===== config.mk =====
export PLATFORM = sky130hd
export DESIGN_NAME = wes_out_fifo
export DESIGN_NICKNAME = d
export VERILOG_FILES = /design/src/hw/rtl/wes_pkg.sv /design/src/hw/rtl/wes_out_fifo.sv
export SDC_FILE = /design/constraint.sdc
export NUM_CORES = 1
export LEC_CHECK = 0
export BUFFER_PORTS_ARGS = -buffer_cell sky130_fd_sc_hd__buf_2
export CAP_MARGIN = 20
export CORE_MARGIN = 2
export CORE_UTILIZATION = 45
export DETAILED_ROUTE_END_ITERATION = 12
export GPL_ROUTABILITY_DRIVEN = 0
export SYNTH_ARGS = -nofsm -noshare
export SYNTH_HDL_FRONTEND = slang
export SYNTH_SLANG_ARGS = --single-unit
export TNS_END_PERCENT = 1

===== constraint.sdc =====
create_clock -name clk -period 4.26 [get_ports clk]
set_input_delay 0.852 -clock clk [delete_from_list [all_inputs] [get_ports clk]]
set_output_delay 0.852 -clock clk [all_outputs]
set_load 0.05 [all_outputs]

===== src/hw/rtl/wes_pkg.sv =====
// Shared constants, types and helpers for the wave equation stencil step block.
package wes_pkg;

	// Sample format: signed fixed point with 16 fraction bits.
	localparam int VALUE_BITS    = 24;
	localparam int COURANT_BITS  = 32;
	localparam int INDEX_BITS    = 8;
	localparam int MAX_POINTS    = 2 ** INDEX_BITS;

	// Stencil arithmetic widths: the difference and base need two guard bits,
	// the final sum one more.
	localparam int WIDE_BITS     = VALUE_BITS + 2;
	localparam int SUM_BITS      = VALUE_BITS + 3;
	localparam int PROD_BITS     = WIDE_BITS + COURANT_BITS;

	// Result queue and in-flight bookkeeping.
	localparam int FIFO_DEPTH    = 16;
	localparam int FIFO_PTR_BITS = $clog2(FIFO_DEPTH);
	localparam int FIFO_CNT_BITS = FIFO_PTR_BITS + 1;
	localparam int PIPE_STAGES   = 4;
	localparam int PEND_BITS     = $clog2(PIPE_STAGES + 1);

	// Configuration register reset values and limits.
	localparam logic [COURANT_BITS-1:0] COURANT_RESET    = 32'd7358;
	localparam logic [INDEX_BITS-1:0]   LAST_INDEX_RESET = 8'd191;
	localparam logic [INDEX_BITS-1:0]   MIN_LAST_INDEX   = 8'd2;

	// Register index as decoded from the APB address.
	typedef enum logic {
		REG_COURANT    = 1'b0,
		REG_LAST_INDEX = 1'b1
	} wes_reg_t;

	typedef logic signed [VALUE_BITS-1:0] value_t;

	// What results an item produces once its stencil value is ready.
	typedef struct packed {
		logic first_zero;  // zero value for the first grid point
		logic stencil;     // computed interior value
		logic row_end;     // zero value for the final grid point
	} wes_emit_t;

	// One result item as held in the output queue.
	typedef struct packed {
		logic   row_end;
		value_t value;
	} wes_result_t;

	// Clamp a wide sum to the signed sample range.
	function automatic value_t wes_saturate(input logic signed [SUM_BITS-1:0] v);
		logic [SUM_BITS-VALUE_BITS:0] top;
		top = v[SUM_BITS-1:VALUE_BITS-1];
		if ((&top) || !(|top)) begin
			return v[VALUE_BITS-1:0];
		end else if (v[SUM_BITS-1]) begin
			return {1'b1, {(VALUE_BITS-1){1'b0}}};
		end else begin
			return {1'b0, {(VALUE_BITS-1){1'b1}}};
		end
	endfunction

endpackage


===== src/hw/rtl/wes_out_fifo.sv =====
// Result queue that takes up to two items per cycle and gives one per cycle.
module wes_out_fifo import wes_pkg::*; (
	input  logic                     clk,
	input  logic                     arst_n,
	input  logic                     push0,
	input  logic                     push1,      // only together with push0
	input  wes_result_t              entry0,
	input  wes_result_t              entry1,
	input  logic                     pop,
	output logic                     out_valid,
	output wes_result_t              out_entry,
	output logic [FIFO_CNT_BITS-1:0] count
);

	wes_result_t              store_q [FIFO_DEPTH];
	logic [FIFO_PTR_BITS-1:0] head_q, tail_q;
	logic [FIFO_CNT_BITS-1:0] count_q;
	logic [1:0]               n_push;
	logic                     do_pop;

	assign n_push = {1'b0, push0} + {1'b0, push1};
	assign do_pop = pop && (count_q != '0);

	// Entry storage.
	always_ff @(posedge clk) begin
		if (push0) begin
			store_q[tail_q] <= entry0;
		end
		if (push1) begin
			store_q[tail_q + FIFO_PTR_BITS'(1)] <= entry1;
		end
	end

	// Pointers and fill count.
	always_ff @(posedge clk or negedge arst_n) begin
		if (!arst_n) begin
			head_q  <= '0;
			tail_q  <= '0;
			count_q <= '0;
		end else begin
			tail_q  <= tail_q + FIFO_PTR_BITS'(n_push);
			head_q  <= head_q + FIFO_PTR_BITS'(do_pop);
			count_q <= count_q + FIFO_CNT_BITS'(n_push) - FIFO_CNT_BITS'(do_pop);
		end
	end

	assign out_valid = (count_q != '0);
	assign out_entry = store_q[head_q];
	assign count     = count_q;

	a_no_overflow: assert property (@(posedge clk) disable iff (!arst_n)
		(FIFO_CNT_BITS'(n_push) <= FIFO_CNT_BITS'(FIFO_DEPTH) - count_q))
		else $error("result queue overflow");

	a_push_order: assert property (@(posedge clk) disable iff (!arst_n)
		push1 |-> push0)
		else $error("second entry pushed without the first");

endmodule


==> summary.md <==
| Metric | Value |
|---|---|
| Syn Inst Count | 1323 |
| Die ar. | 0.0490 sq mm |
| Number of vias per cell | 6.11 |
| Crit Path Class | register to primary output |
| Status | completed |
| Max Slew Vio Count | 0 |
| Vias | 12321 |
| Setup slack after layout | 0.461 ns |
| Netlist cell types | 46 |
| Core area | around 0.047 sq mm |
| Fin cells | approximately 2000 |
| CTS max path bufs | 3 |
| First-pass GRT wire length | roughly 88000 um |
| HP Class | input pin to async pin |
| CP startpoint kind | register |
| Initial DRC count | approximately 1000 |
| Cts hold-fix bufs | 0 |
| Leak | 8.15 nW |
| Final Core Density | 0.511 |
| Tot GR Track Use | 0.243 |
| Critical Path AT | 2.95 ns |
| Die height | 221 um |
| Post-CTS setup buffers | 0 |
| Post-synthesis area per instance | 16.1 sq um |
| Max Cap Viol | 0 |
| CP endpoint kind | primary output |
| Port-buffer cells | 85 |
| Crit-path max FO | 31 |
| Fin nets | 1441 |
| Slew HR | 0.268 |
| # IOs | 86 |
| Final setup fails | 0 |
| CTS Sinks | 413 |
| Synthesized net count | 1392 |
| Initial antenna violation count | 2 |
| CP required | 3.41 ns |
| Place WS | 1.05 ns |
| DR pass1 iterations | 5 |
| Setup crit start | head_q[0] |
| Cell Area, Synth | 0.0213 sq mm |
| WL final | 59300 um |
| CTS tree | done |
| Clock transition at path regs | 0.06 ns |
| Hold Fails Final Rpt | 0 |
| Die outline width | 221 um |
| Yosys reg bits | 413 |
| Tmin final | 3.80 ns |
| Antenna viol nets, final | 0 |
| Synth warn | 0 |
| Drt drc | 0 |
| Row cnt | 79 |
| RR Startpoint | count[2] |
| GRT overflow | 0 |
| P&R area growth vs syn | 11.8% |
| Setup_tns | 0 ns |
| Placed Cells | about 1900 |
| Htree depth | 2 |
| Num CTS Buffers | between 40 and 50 |
| Power Density | 670 mW/mm^2 |
| Sequential share of the synthesized area | 0.580 |
| Peak Freq | roughly 260 MHz |
| Worst-margin pin slew | 1.10 ns |
| Period utilization | 0.892 |
| Share of cells above drive strength 1 | 0.476 |
| PostCTS Resize Cnt | 0 |
| Vias in the first global route | 12887 |
| Largest net degree at the start of global routing | 52 |
| RSZ-0062 raised after global routing | false |
| Maximum vdd drop | 0.432 mV |
| Hpwl dp | 32600 um |
| Layout Skew | roughly 0.023 ns |
| Hold WS | around 0.17 ns |
| Worst-skew pair later-pin latency | around 0.60 ns |
| Root Buffer | clkbuf_16 |
| WL per Instance | 29.4 um |
| Initial core utilization | 0.457 |
==> state kept, by name (all words and copies together), names as in the netlist <==
name     flops
count        5
store_q    400
tail_q       4
head_q       4
==> worst max-delay path, stage by stage (launching register included) <==
cell,delay (ns)
dfrtp_4,0.87
buf_12,0.34
mux2i_1,0.13
a221oi_1,0.50
o21ai_0,0.15
nand2_1,0.11
buf_2,0.26
==> logic make-up after synthesis <==
kind of cell	count (synthesis)	share of synthesized area
AO/OA/AOI/OAI	110	0.0385
XOR/XNOR	8	0.00330
adder cells (fa/ha/maj)	14	0.00895
buffers and inverters	150	0.0363
flip-flops	413	0.580
multiplexers	550	0.312
AND/OR/NAND/NOR	78	0.0205
==> power breakdown <==
part           total (mW)  internal [mW]  leakage (nW)  switching, mW
Sequential           5.67           5.32          3.78          0.348
Combinational        6.52           2.32          3.70           4.20
Clock                3.74           2.09         0.671           1.65
==> layout by cell type, fill, tap and decap left out, drive strengths merged, types with 4 or more instances in the layout <==
cell / instances
nand2: 35
o21ai: 26
mux2: 400
a221oi: 50
dfrtp: 13
a22oi: 25
edfxtp: 400
nor2: 17
nor3: 5
ha: 12
inv: 19
clkinv: 21
buf: 134
mux2i: 100
mux4: 50
clkbuf: 61
nor2b: 4
xnor2: 5
==> worst paths after layout <==
path                                end  slack, ns  cells after the start
setup / recovery           out_entry[1]       0.46                      6
hold / removal                head_q[3]       0.17                      1
setup reg to reg               count[4]       1.22                     13
hold reg to reg                count[0]       0.53                      1
max in group asynchronous     head_q[0]       3.78                      1
min in group clk               count[0]       0.53                      1
==> stage by stage <==
stage | power, mW | instance area (sq um)
2_1_floorplan | 10.2 | 21300
3_3_place_gp | 12.2 | 22400
3_5_place_dp | 12.3 | 22400
4_1_cts | 16.0 | 23800
5_1_grt | 16.6 | 23800
6_report | 15.9 | 23800
==> layout make-up <==
cell class | instances | area (sq um)
diodes | 1 | 2.50
multi-input cells | 760 | 8290
flip-flops and latches | 413 | 12300
repair buffers | 134 | 936
fillers | 3816 | 22800
well taps | 607 | 759
inverters | 17 | 63.8
clock buffers | 61 | 1230
clock inverters | 24 | 149
==> synthesized netlist by cell type, drive strengths merged <==
master	number	area share
xnor2	5	0.0021
a21o	3	0.0011
mux4	50	0.053
nand3b	2	0.00088
nand4	1	0.00029
edfxtp	400	0.57
o21bai	1	0.00035
nand2b	3	0.00088
xor2	3	0.0012
nor3	5	0.0028
nand2	35	0.0065
and2	2	0.00059
fa	2	0.0019
nor2	17	0.0038
or4b	1	0.00047
mux2i	100	0.047
ha	12	0.0071
inv	17	0.0030
a22oi	25	0.0088
a221oi	50	0.021
o21ai	26	0.0061
and2b	1	0.00047
o31a	1	0.00041
buf	58	0.020
nor3b	2	0.00071
and3	1	0.00029
a31o	1	0.00041
nor2b	4	0.0013
dfrtp	13	0.015
a21oi	3	0.00071
mux2	400	0.21
or2	1	0.00029
clkbuf	75	0.013
nand3	3	0.0012
==> metal layers <==
metal / routed length, um / share of wire / track usage
met1: 26000 / 0.44 / 0.340
met2: 28200 / 0.48 / 0.394
met3: 3500 / 0.059 / 0.0351
met4: 1550 / 0.026 / 0.0751
met5: 13 / 0.00022 / 0
Note: power is estimated with default switching activity, not from simulation.
