[src/hw/rtl/wes_pkg.sv]
// Shared constants, types and helpers for the wave equation stencil step block.
package wes_pkg;

	// Sample format: signed fixed point with 16 fraction bits.
	localparam int VALUE_BITS    = 24;
	localparam int COURANT_BITS  = 32;
	localparam int INDEX_BITS    = 8;
	localparam int MAX_POINTS    = 2 ** INDEX_BITS;

	// Stencil arithmetic widths: the difference and base need two guard bits,
	// the final sum one more.
	localparam int WIDE_BITS     = VALUE_BITS + 2;
	localparam int SUM_BITS      = VALUE_BITS + 3;
	localparam int PROD_BITS     = WIDE_BITS + COURANT_BITS;

	// Result queue and in-flight bookkeeping.
	localparam int FIFO_DEPTH    = 16;
	localparam int FIFO_PTR_BITS = $clog2(FIFO_DEPTH);
	localparam int FIFO_CNT_BITS = FIFO_PTR_BITS + 1;
	localparam int PIPE_STAGES   = 4;
	localparam int PEND_BITS     = $clog2(PIPE_STAGES + 1);

	// Configuration register reset values and limits.
	localparam logic [COURANT_BITS-1:0] COURANT_RESET    = 32'd7358;
	localparam logic [INDEX_BITS-1:0]   LAST_INDEX_RESET = 8'd191;
	localparam logic [INDEX_BITS-1:0]   MIN_LAST_INDEX   = 8'd2;

	// Register index as decoded from the APB address.
	typedef enum logic {
		REG_COURANT    = 1'b0,
		REG_LAST_INDEX = 1'b1
	} wes_reg_t;

	typedef logic signed [VALUE_BITS-1:0] value_t;

	// What results an item produces once its stencil value is ready.
	typedef struct packed {
		logic first_zero;  // zero value for the first grid point
		logic stencil;     // computed interior value
		logic row_end;     // zero value for the final grid point
	} wes_emit_t;

	// One result item as held in the output queue.
	typedef struct packed {
		logic   row_end;
		value_t value;
	} wes_result_t;

	// Clamp a wide sum to the signed sample range.
	function automatic value_t wes_saturate(input logic signed [SUM_BITS-1:0] v);
		logic [SUM_BITS-VALUE_BITS:0] top;
		top = v[SUM_BITS-1:VALUE_BITS-1];
		if ((&top) || !(|top)) begin
			return v[VALUE_BITS-1:0];
		end else if (v[SUM_BITS-1]) begin
			return {1'b1, {(VALUE_BITS-1){1'b0}}};
		end else begin
			return {1'b0, {(VALUE_BITS-1){1'b1}}};
		end
	endfunction

endpackage

[src/hw/rtl/wes_cell.sv]
// One cell of the sample window: holds a sample and hands it to its neighbor.
module wes_cell import wes_pkg::*; (
	input  logic   clk,
	input  logic   arst_n,
	input  logic   shift_en,
	input  value_t din,
	output value_t dout
);

	value_t sample_q;

	// The cell takes its upstream neighbor's sample whenever an item enters.
	always_ff @(posedge clk or negedge arst_n) begin
		if (!arst_n) begin
			sample_q <= '0;
		end else if (shift_en) begin
			sample_q <= din;
		end
	end

	assign dout = sample_q;

endmodule

[config.mk]
export PLATFORM = sky130hd
export DESIGN_NAME = wes_cell
export DESIGN_NICKNAME = d
export VERILOG_FILES = /design/src/hw/rtl/wes_pkg.sv /design/src/hw/rtl/wes_cell.sv
export SDC_FILE = /design/constraint.sdc
export NUM_CORES = 1
export LEC_CHECK = 0
export BUFFER_PORTS_ARGS = -buffer_cell sky130_fd_sc_hd__buf_2
export CORE_UTILIZATION = 44
export CTS_CLUSTER_DIAMETER = 150
export DETAILED_ROUTE_END_ITERATION = 12
export PLACE_DENSITY_LB_ADDON = 0.25
export SLEW_MARGIN = 20
export SYNTH_ARGS = -nofsm -noshare
export SYNTH_HDL_FRONTEND = slang
export SYNTH_SLANG_ARGS = --single-unit
[constraint.sdc]
create_clock -name clk -period 0.8 [get_ports clk]
set_input_delay 0.04 -clock clk [delete_from_list [all_inputs] [get_ports clk]]
set_output_delay 0.04 -clock clk [all_outputs]
set_load 0.05 [all_outputs]
==> run metrics, run 1 <==
status=stopped before the end; width of the die=49.61 um; row cnt=16; GP Congestion=0.6950; Synth top area share=0.6023; Initial Util=0.4884; Clock Path Buffers=2; cell area after placement=1320 sq um; Clock Sinks=24; largest net degree at the start of global routing=25; post-synthesis cell type count=5; worst setup endpoint GRT=dout[0]; Mapped Avg Cell Area=about 20 sq um; stop err=[ERROR DPL-0033] detailed placement checks failed during check placement.; chip height=between 40 and 50 um; Cell Area, Synth=997.2 sq um; last stage reached=global routing (5_1_grt); biggest area consumer among synthesized cells=dfrtp_1; top post-synthesis cells by area=dfrtp_1, mux2_4, mux2_2; CTS root buffer=clkbuf_4; PortBufs=50; Syn Nets=78; Mapped Cells=51; Worst EP kind=primary output; H-tree depth=1; Ports=51; post-synthesis sequential area ratio=0.6023; CTS buffer count=3; Yosys reg bits=24; DPL Wire Length=between 1000 and 1500 um; initial antenna violation count=0; Yosys warning count=0
[cell families after synthesis]
| logic type | Yosys count | share of synthesized area |
|---|---|---|
| flip-flops | 24 | 0.6023 |
| buffers and inverters | 3 | 0.05144 |
| multiplexers | 24 | 0.3463 |
[through the flow]
step | worst slack (ns) | hold WS (ns) | cells | TNS [ns]
floorplan | -0.1095 | -0.2556 | 51 | -2.599
global placement | -0.02555 | -0.01194 | 128 | -0.4025
detailed placement | -0.04836 | -0.0004929 | 128 | -0.7348
CTS | -0.1641 | 0.1126 | 170 | -5.186
[synth_stat cells, drive strengths merged]
| master | instances |
|---|---|
| buf | 3 |
| dfrtp | 24 |
| mux2 | 24 |
[what timing repair did]
| item | CTS |
|---|---|
| endpoints found under the hold margin | 48 |
| resized for setup | 50 |
| hold buffers | 25 |
| endpoints found under the setup margin | 25 |
| buffers inserted | 13 |
==> inputs of run 2 (changes only) <==
- CORE_AREA: not set -> 2 2 63 65
- CORE_UTILIZATION: 44 -> not set
- CTS_CLUSTER_DIAMETER: 150 -> not set
- DIE_AREA: not set -> 0 0 65 67
- PLACE_DENSITY_LB_ADDON: 0.25 -> 0.15
==> run 2 against run 1 <==
Against the previous run: the flow now finishes, with violations (negative setup slack); synthesized cell count is the same; area after synthesis did not move.
==> run metrics, run 2 <==
DPL Wire Length=1253 um (was 1463 um); CTS root buffer=clkbuf_8 (was clkbuf_4); CTS clk-pin slew, worst paths=0.08 ns; Core Area=between 3000 and 4000 sq um; die area=4355 sq um; Hold/Removal Path Class=in2reg; grt total ovfl=0; Cell Area, Synth=997.2 sq um (unchanged); Critical Path Max Stage Delay=0.43 ns; Mapped Avg Cell Area=19.55 sq um (unchanged); top post-synthesis cells by area=dfrtp_1, mux2_4, mux2_2 (unchanged); via count=710; Power Total=3634 uW; Final Core Density=0.4903; DRC=0; total track usage=0.1081; area grow syn2layout=77.29%; failing checks=negative setup slack; Largest register FFs=24; ys async rst share=1.000 (unchanged); FF/Latch Area=630.6 sq um; worst path required time=0.76 ns; slowest CP cell=dfrtp_2; Clock Sinks=24 (unchanged); kind of critical path=reg2out; Fill cells=319; ANT nets after route=0; multi-input logic area=345.3 sq um; largest net degree at the start of global routing=25; fin crit period=0.8935 ns; power density over cell area=~2000 nW/um^2; width of the die=65 um (was 49.61 um); CP Capture Type=primary output; Worst Setup Start Kind=flip-flop; initial antenna violation count=0; post-synthesis cell type count=5 (unchanged); crit path cell chain=buf_6; worst-path maximum fanout=2; Initial Util=0.2765 (was 0.4884); first-pass GRT wire length=3505 um; antenna cells=0; Ports=51 (unchanged); Placed Instances=148 (was 128); Mapped Cells=51 (unchanged); H-tree depth=1 (unchanged); layout cell share with drive strength beyond 1=0.8254; Max Cap Viol=0; final period utilization=1.117; vias in the first global route=between 700 and 800; Yosys warning count=0 (unchanged); Max-slew headroom=0.6488; # setup viols final=28; cell with the most instances after synthesis=dfrtp_1 (unchanged); most frequent cells in the layout=buf_2, dfrtp_2, buf_6, dlygate4sd3_1, mux2_4; Hold Violations, Final=0; post-CTS setup repair buffer count=0 (was 13); design area=approximately 1800 sq um; RSZ-0062 raised after global routing=yes; Routed WL=2125 um; GP Congestion=0.5558 (was 0.6950); Post-synth EDFFs=0 (unchanged); Clock Path Buffers=2 (unchanged); TritonCTS clock tree=yes; Synth top cells by count=dfrtp_1, mux2_4, mux2_2, buf_12, buf_6 (unchanged); Syn Nets=78 (unchanged); Max Transition Viols Final=0; Slew @ Worst Pin=0.5267 ns; CP delay by family, top=flip-flops; biggest area consumer among synthesized cells=dfrtp_1 (unchanged); Worst VDD drop=1.088 mV; Worst Path Buf+Inv=1; post-synthesis sequential area ratio=0.6023 (unchanged); row cnt=22 (was 16); Vias/cell=4.080; wire length per cell after detailed routing=about 12 um; Yosys reg bits=24 (unchanged); status=finished, violations left (was stopped before the end); Worst Clk Skew=0 ns; CTS buffer count=3 (unchanged); Initial DRT Pass Iterations=3; Max Freq=1119 MHz; commonest non-fill, non-tap cell in the layout=buf_2; Non-Filler Instances=174; Post-synth top flop=dfrtp_1 (unchanged); clock latency on the worst-skew pair=roughly 0.26 ns; Synth top area share=0.6023 (unchanged); PortBufs=50 (unchanged); cell area after placement=1326 sq um (was 1320 sq um); number of DRC markers in iteration 0=4; Worst Setup Slack, final=-0.09354 ns; Static Leak=0.0008304 uW; final net count=154; Arrival @ worst endpoint=roughly 0.85 ns; chip height=67 um (was 49.61 um)
-- run 2: cell counts after synthesis --
Identical to the previous run, type by type.
-- run 2: routing by layer --
layer / GRT usage / share of wire / up-vias
met1: 0.1335 / 0.44 / 351
met2: 0.1791 / 0.48 / 36
met5: 0 / 0 / -
li1: - / - / 323
met3: 0.04561 / 0.076 / 0
met4: 0.01596 / 0 / 0
-- run 2: kinds of logic (layout without fill, tap and decap cells) --
family                 Yosys count  count (layout)  synth area share
muxes                           24              24            0.3463
DFF                             24              24            0.6023
buffers and inverters            3              78           0.05144
-- run 2: final cells by class --
type | count | area share
Sequential cell | 24 | 0.3567
Multi-Input combinational cell | 24 | 0.1953
Timing Repair Buffer | 74 | 0.3737
Clock buffer | 3 | 0.02335
Clock inverter | 1 | 0.01699
Tap cell | 48 | 0.03397
-- run 2: worst paths after layout --
path,startpoint,end,slack [ns],cells past startpoint
min in group asynchronous,arst_n,dout[10],0.28,2
max in group asynchronous,arst_n,dout[22],0.14,2
max reg2reg,dout[2],dout[2],-0.01,1
min,din[21],dout[21],0.01,2
min reg2reg,dout[23],dout[23],0.53,1
max,dout[20],dout[20],-0.09,1
-- run 2: metrics by stage --
stage | hold slack [ns] | setup slack, ns | setup TNS, ns
2_1_floorplan | -0.2556 | -0.1095 | -2.599
3_3_place_gp | 0.05628 | -0.05052 | -0.6618
3_5_place_dp | 0.05549 | -0.06302 | -0.9666
4_1_cts | 0.00003492 | -0.1034 | -2.103
5_1_grt | 0.001212 | -0.1327 | -2.911
6_report | 0.009760 | -0.09354 | -1.781
-- run 2: what timing repair did --
| item | CTS | global route |
|---|---|---|
| endpoints found under the setup margin | 24 | 43 |
| hold buffers | 19 | 3 |
| pin swaps | 0 | 0 |
| hold endpoints to repair | 42 | 3 |
| gates resized for setup | 48 | 0 |
| gates cloned | 0 | 0 |
-- run 2: report_power, final --
| part | total [uW] | internal [uW] | switching, uW |
|---|---|---|---|
| logic | 1140 | 532 | 608 |
| clock network | 1040 | 668 | 374 |
| registers | 1450 | 1360 | 94.5 |
| total | 3630 | 2560 | 1080 |
Power figures use the tool's default switching activity.
