--- src/hw/rtl/wes_pkg.sv ---
// Shared constants, types and helpers for the wave equation stencil step block.
package wes_pkg;

	// Sample format: signed fixed point with 16 fraction bits.
	localparam int VALUE_BITS    = 24;
	localparam int COURANT_BITS  = 32;
	localparam int INDEX_BITS    = 8;
	localparam int MAX_POINTS    = 2 ** INDEX_BITS;

	// Stencil arithmetic widths: the difference and base need two guard bits,
	// the final sum one more.
	localparam int WIDE_BITS     = VALUE_BITS + 2;
	localparam int SUM_BITS      = VALUE_BITS + 3;
	localparam int PROD_BITS     = WIDE_BITS + COURANT_BITS;

	// Result queue and in-flight bookkeeping.
	localparam int FIFO_DEPTH    = 16;
	localparam int FIFO_PTR_BITS = $clog2(FIFO_DEPTH);
	localparam int FIFO_CNT_BITS = FIFO_PTR_BITS + 1;
	localparam int PIPE_STAGES   = 4;
	localparam int PEND_BITS     = $clog2(PIPE_STAGES + 1);

	// Configuration register reset values and limits.
	localparam logic [COURANT_BITS-1:0] COURANT_RESET    = 32'd7358;
	localparam logic [INDEX_BITS-1:0]   LAST_INDEX_RESET = 8'd191;
	localparam logic [INDEX_BITS-1:0]   MIN_LAST_INDEX   = 8'd2;

	// Register index as decoded from the APB address.
	typedef enum logic {
		REG_COURANT    = 1'b0,
		REG_LAST_INDEX = 1'b1
	} wes_reg_t;

	typedef logic signed [VALUE_BITS-1:0] value_t;

	// What results an item produces once its stencil value is ready.
	typedef struct packed {
		logic first_zero;  // zero value for the first grid point
		logic stencil;     // computed interior value
		logic row_end;     // zero value for the final grid point
	} wes_emit_t;

	// One result item as held in the output queue.
	typedef struct packed {
		logic   row_end;
		value_t value;
	} wes_result_t;

	// Clamp a wide sum to the signed sample range.
	function automatic value_t wes_saturate(input logic signed [SUM_BITS-1:0] v);
		logic [SUM_BITS-VALUE_BITS:0] top;
		top = v[SUM_BITS-1:VALUE_BITS-1];
		if ((&top) || !(|top)) begin
			return v[VALUE_BITS-1:0];
		end else if (v[SUM_BITS-1]) begin
			return {1'b1, {(VALUE_BITS-1){1'b0}}};
		end else begin
			return {1'b0, {(VALUE_BITS-1){1'b1}}};
		end
	endfunction

endpackage

--- src/hw/rtl/wes_stencil.sv ---
// Four-stage pipeline that evaluates the leapfrog stencil for one point.
module wes_stencil import wes_pkg::*; (
	input  logic                    clk,
	input  logic                    arst_n,
	input  logic                    in_valid,
	input  wes_emit_t               in_emit,
	input  value_t                  left,
	input  value_t                  mid,
	input  value_t                  right,
	input  logic                    prev_bypass,
	input  value_t                  prev_mem,     // memory read data, aligned to stage 1
	input  logic [COURANT_BITS-1:0] courant,
	output logic                    out_valid,
	output wes_emit_t               out_emit,
	output value_t                  out_value
);

	// Stage 1: operands of the item that just entered.
	logic      v_s1;
	wes_emit_t emit_s1;
	value_t    left_s1, mid_s1, right_s1;
	logic      byp_s1;

	// Stage 2: difference magnitude and base term.
	logic                        v_s2;
	wes_emit_t                   emit_s2;
	logic                        neg_s2;
	logic [WIDE_BITS-1:0]        mag_s2;
	logic signed [WIDE_BITS-1:0] base_s2;

	// Stage 3: product with the squared Courant number.
	logic                        v_s3;
	wes_emit_t                   emit_s3;
	logic                        neg_s3;
	logic [PROD_BITS-1:0]        prod_s3;
	logic signed [WIDE_BITS-1:0] base_s3;

	// Stage 4: saturated result.
	logic      v_s4;
	wes_emit_t emit_s4;
	value_t    value_s4;

	// Stage 1 arithmetic.
	value_t                      old_val;
	logic signed [WIDE_BITS-1:0] diff;
	logic signed [WIDE_BITS-1:0] base;
	logic [WIDE_BITS-1:0]        mag;

	// Stage 3 arithmetic.
	logic [WIDE_BITS-1:0]        rounded;
	logic signed [SUM_BITS-1:0]  scaled;
	logic signed [SUM_BITS-1:0]  total;

	// The previous layer value comes straight from the window when the item
	// before was a priming item that has not reached memory yet.
	assign old_val = byp_s1 ? mid_s1 : prev_mem;

	always_comb begin
		diff = {{2{left_s1[VALUE_BITS-1]}}, left_s1}
		     + {{2{right_s1[VALUE_BITS-1]}}, right_s1}
		     - {mid_s1[VALUE_BITS-1], mid_s1, 1'b0};
		base = {mid_s1[VALUE_BITS-1], mid_s1, 1'b0}
		     - {{2{old_val[VALUE_BITS-1]}}, old_val};
		mag  = diff[WIDE_BITS-1] ? WIDE_BITS'(-diff) : WIDE_BITS'(diff);
	end

	// Round the product to nearest, halves away from zero, then restore sign.
	always_comb begin
		rounded = prod_s3[PROD_BITS-1:COURANT_BITS]
		        + WIDE_BITS'(prod_s3[COURANT_BITS-1]);
		scaled  = neg_s3 ? -$signed({1'b0, rounded}) : $signed({1'b0, rounded});
		total   = {base_s3[WIDE_BITS-1], base_s3} + scaled;
	end

	// Valid bits travel with the items.
	always_ff @(posedge clk or negedge arst_n) begin
		if (!arst_n) begin
			v_s1 <= 1'b0;
			v_s2 <= 1'b0;
			v_s3 <= 1'b0;
			v_s4 <= 1'b0;
		end else begin
			v_s1 <= in_valid;
			v_s2 <= v_s1;
			v_s3 <= v_s2;
			v_s4 <= v_s3;
		end
	end

	// Payload stages.
	always_ff @(posedge clk) begin
		emit_s1  <= in_emit;
		left_s1  <= left;
		mid_s1   <= mid;
		right_s1 <= right;
		byp_s1   <= prev_bypass;

		emit_s2  <= emit_s1;
		neg_s2   <= diff[WIDE_BITS-1];
		mag_s2   <= mag;
		base_s2  <= base;

		emit_s3  <= emit_s2;
		neg_s3   <= neg_s2;
		prod_s3  <= PROD_BITS'(mag_s2) * PROD_BITS'(courant);
		base_s3  <= base_s2;

		emit_s4  <= emit_s3;
		value_s4 <= wes_saturate(total);
	end

	assign out_valid = v_s4;
	assign out_emit  = emit_s4;
	assign out_value = value_s4;

endmodule

--- config.mk ---
export PLATFORM = sky130hd
export DESIGN_NAME = wes_stencil
export DESIGN_NICKNAME = d
export VERILOG_FILES = /design/src/hw/rtl/wes_pkg.sv /design/src/hw/rtl/wes_stencil.sv
export SDC_FILE = /design/constraint.sdc
export NUM_CORES = 2
export LEC_CHECK = 0
export ABC_AREA = 1
export BUFFER_PORTS_ARGS = -buffer_cell sky130_fd_sc_hd__buf_2
export CAP_MARGIN = 30
export CORE_ASPECT_RATIO = 1.1
export CORE_MARGIN = 1
export CORE_UTILIZATION = 45
export CTS_BUF_LIST = sky130_fd_sc_hd__clkbuf_8
export CTS_CLUSTER_SIZE = 30
export DETAILED_ROUTE_END_ITERATION = 10
export HOLD_SLACK_MARGIN = 0.1
export SLEW_MARGIN = 10
export SYNTH_ARGS = -nofsm -noshare
export SYNTH_HDL_FRONTEND = slang
export SYNTH_SLANG_ARGS = --single-unit
--- constraint.sdc ---
create_clock -name clk -period 13.2 [get_ports clk]
set_input_delay 0 -clock clk [delete_from_list [all_inputs] [get_ports clk]]
set_output_delay 0 -clock clk [all_outputs]
set_load 0.005 [all_outputs]
==> impl_metrics.ini <==
[status]
status = finished clean

[final_layout]
stdcell_area_um2 = 43600
final.fill_count = 8315
drive_above_1_share = 0.0586
layout.nets = 6461
fin_util = 0.505
area_growth_pct = 11.3

[cts]
cts_tree = yes
clkLatencyLatePin_ns = 0.63
clkTransAtPathRegs_ns = 0.06
clock_path_buffers = 3
cts_made_buffers = 40
cts_sinks = 220
cts.htree.levels = 2
post_cts_resized = 0
root_buffer = clkbuf_8

[setup_path]
cpLargestDelayFamily = adder cells
cp.depth = 23
slowest_stage = dfxtp_2
r2r_slack_ns = 6.20
r2r_start = mag_s2[5]
setup.worst_path.class = reg -> reg
worst_r2r_endpoint = prod_s3[43]
cp-startpoint = mag_s2[5]
cp_max_fo = 32
slowest_delay_ns = 0.92
required_ns = 13.72
worstPathArrival_ns = 7.52
startpoint_type = flop
crit_chain = nand2_1 > fa_1 > inv_1 > fa_1 > inv_1 > fa_1 > fa_1 > inv_1 > fa_1 > fa_1 > inv_1 > fa_1 > inv_1 > ha_1 > a21oi_1 > inv_1 > a21oi_1 > o21ai_0 > nor2_1 > a21boi_0 > inv_1 > a21oi_1 > xnor2_1
r2r_cells = 23
end_kind = flop
cp_num_buf_inv = 7

[global_route]
use_met3 = 0.0291
grt.overflow.total = 0
use_met1 = 0.326
grtUsageTotal = 0.266
antenna_found_initial = 2
gr-usage-met2 = 0.478
busiest_layer = met2
grt_start_max_net_pins = 33
first_global_vias = 34000
grt_first_pass_wirelength_mm = 184

[synthesis]
synthCells = 5086
synth_warnings = 0
netlist-cell-type-count = 55
syn_area_per_cell_um2 = 7.71
ys_ff_latch = 220
ys_seq_area_frac = 0.113
syn_nets = 6236
synth-edff-count = 0
synthArstFlopShare = 0.0182
syn_area_um2 = 39200
ys.flop_type = dfxtp_1

[routing]
via_per_inst = 4.90
drc = 0
routed_wl_mm = 113
vias = 31800
drt-initial-drc-count = 1847
drtAntennaViolNets = 0
first_pass_iters = 5
wl_per_cell_um = 17.5

[floorplan]
die_area_um2 = 88300
initial_core_util = 0.454
io_pins = 163
die_y_um = 312
core_area_um2 = 86400
die_w_um = 283
rows = 113

[placement]
post_dp_cell_area_um2 = 40900
routabilityCongestion = 0.935
port_buffers = 162
dp.final_hpwl_mm = 86.1

[timing]
fin_skew_ns = 0.0566
setup_tns_ns = 0
holdWs_ns = 0.304
hold_violations = 0
period_needed_ns = 7.00
setup_viol = 0
relSlewSlack = 0.324
rsz0062_at_grt = false
max_freq_mhz = 143
fin_crit_sh = 0.530
worst_slew_pin_slew_ns = 1.01
drv_slew = 0

[min_path]
hold_path.class = in -> async

[run]
max-cap-violations = 0
registers in the layout (all words and copies together) (netlist names):
name / cells
neg_s2: 1
emit_s1: 3
neg_s3: 1
v_s2: 1
out_emit: 3
left_s1: 24
right_s1: 24
out_value: 24
v_s1: 1
mid_s1: 24
byp_s1: 1
emit_s2: 3
mag_s2: 26
emit_s3: 3
base_s3: 26
base_s2: 26
out_valid: 1
v_s3: 1
prod_s3: 27
synthesized netlist by cell type (3+ instances only):
library cell | count | share of area
a211oi_1 | 4 | 0.00077
a21boi_0 | 4 | 0.00077
a21o_1 | 14 | 0.0027
a21oi_1 | 164 | 0.021
a31oi_1 | 24 | 0.0038
and3_1 | 3 | 0.00048
buf_1 | 7 | 0.00067
buf_6 | 6 | 0.0017
clkbuf_1 | 173 | 0.017
dfrtp_1 | 4 | 0.0026
dfxtp_1 | 216 | 0.11
fa_1 | 743 | 0.38
ha_1 | 272 | 0.087
inv_1 | 1492 | 0.14
mux2i_1 | 22 | 0.0056
nand2_1 | 1250 | 0.12
nand2_2 | 8 | 0.0013
nand3_1 | 88 | 0.011
nand3_2 | 25 | 0.0064
nand4_1 | 23 | 0.0037
nor2_1 | 210 | 0.020
nor2_2 | 5 | 0.00080
nor2_4 | 4 | 0.0011
nor3_1 | 22 | 0.0028
nor4_1 | 5 | 0.00080
o211ai_1 | 4 | 0.00077
o21a_1 | 13 | 0.0025
o21ai_0 | 100 | 0.013
o21bai_1 | 8 | 0.0015
or2_2 | 3 | 0.00048
xnor2_1 | 53 | 0.012
xor2_1 | 86 | 0.019
repair_timing:
item,4_1_cts,5_1_grt
hold buffers,184,0
buffers inserted,0,0
hold endpoints to repair,105,0
endpoints found under the setup margin,0,0
logic make-up after synthesis:
| kind of cell | count (synthesis) | share of synthesized area |
|---|---|---|
| multiplexers | 22 | 0.00562 |
| XOR/XNOR | 140 | 0.0315 |
| flip-flops | 220 | 0.113 |
| buffers and inverters | 1682 | 0.162 |
| AND/OR/NAND/NOR | 1655 | 0.171 |
| AO/OA/AOI/OAI | 352 | 0.0503 |
| adder cells (fa/ha/maj) | 1015 | 0.466 |
metal layers:
metal,part of all wire,vias up
met3,0.051,231
met5,0,-
met2,0.50,908
met1,0.40,15600
li1,-,15000
met4,0.040,0
worst max-delay path by stage:
stage	endpoint	slack (ns)
2_1_floorplan	prod_s3[43]	7.27
3_3_place_gp	prod_s3[43]	6.19
3_5_place_dp	prod_s3[53]	6.19
4_1_cts	prod_s3[53]	6.17
5_1_grt	prod_s3[53]	5.70
6_report	prod_s3[43]	6.20
placed cells by master, fill, tap and decap left out, drive strengths merged, types with 113 or more instances in the layout:
cell type / instances
nor2: 221
a21oi: 164
buf: 186
nand3: 113
nand2: 1260
dfxtp: 216
ha: 272
fa: 743
dlygate4sd3: 184
inv: 1503
metrics by stage:
| stage | setup WS (ns) | cells |
|---|---|---|
| floorplan | 7.27 | 5086 |
| global placement | 6.19 | 6235 |
| detailed placement | 6.19 | 6235 |
| CTS | 6.17 | 6491 |
| global route | 5.70 | 6492 |
| finish | 6.20 | 6492 |
layout make-up:
class / count / area, um2 / share of cell area
diodes: 1 / 2.50 / 0.0000574
clock buffers: 48 / 661 / 0.0151
clock inverters: 24 / 218 / 0.00499
inverters: 1495 / 5610 / 0.129
multi-input cells: 3184 / 28400 / 0.652
flip-flops and latches: 220 / 4430 / 0.102
well taps: 1150 / 1440 / 0.0330
repair buffers: 370 / 2830 / 0.0649
worst min-delay path, cell delays in order:
cell	delay, ns
dlygate4sd3_1	0.52
buf_2	0.09
dlygate4sd3_1	0.63
Power is not shown: default switching activity piles up to over one toggle a cycle in this logic, so the estimate is an artifact.
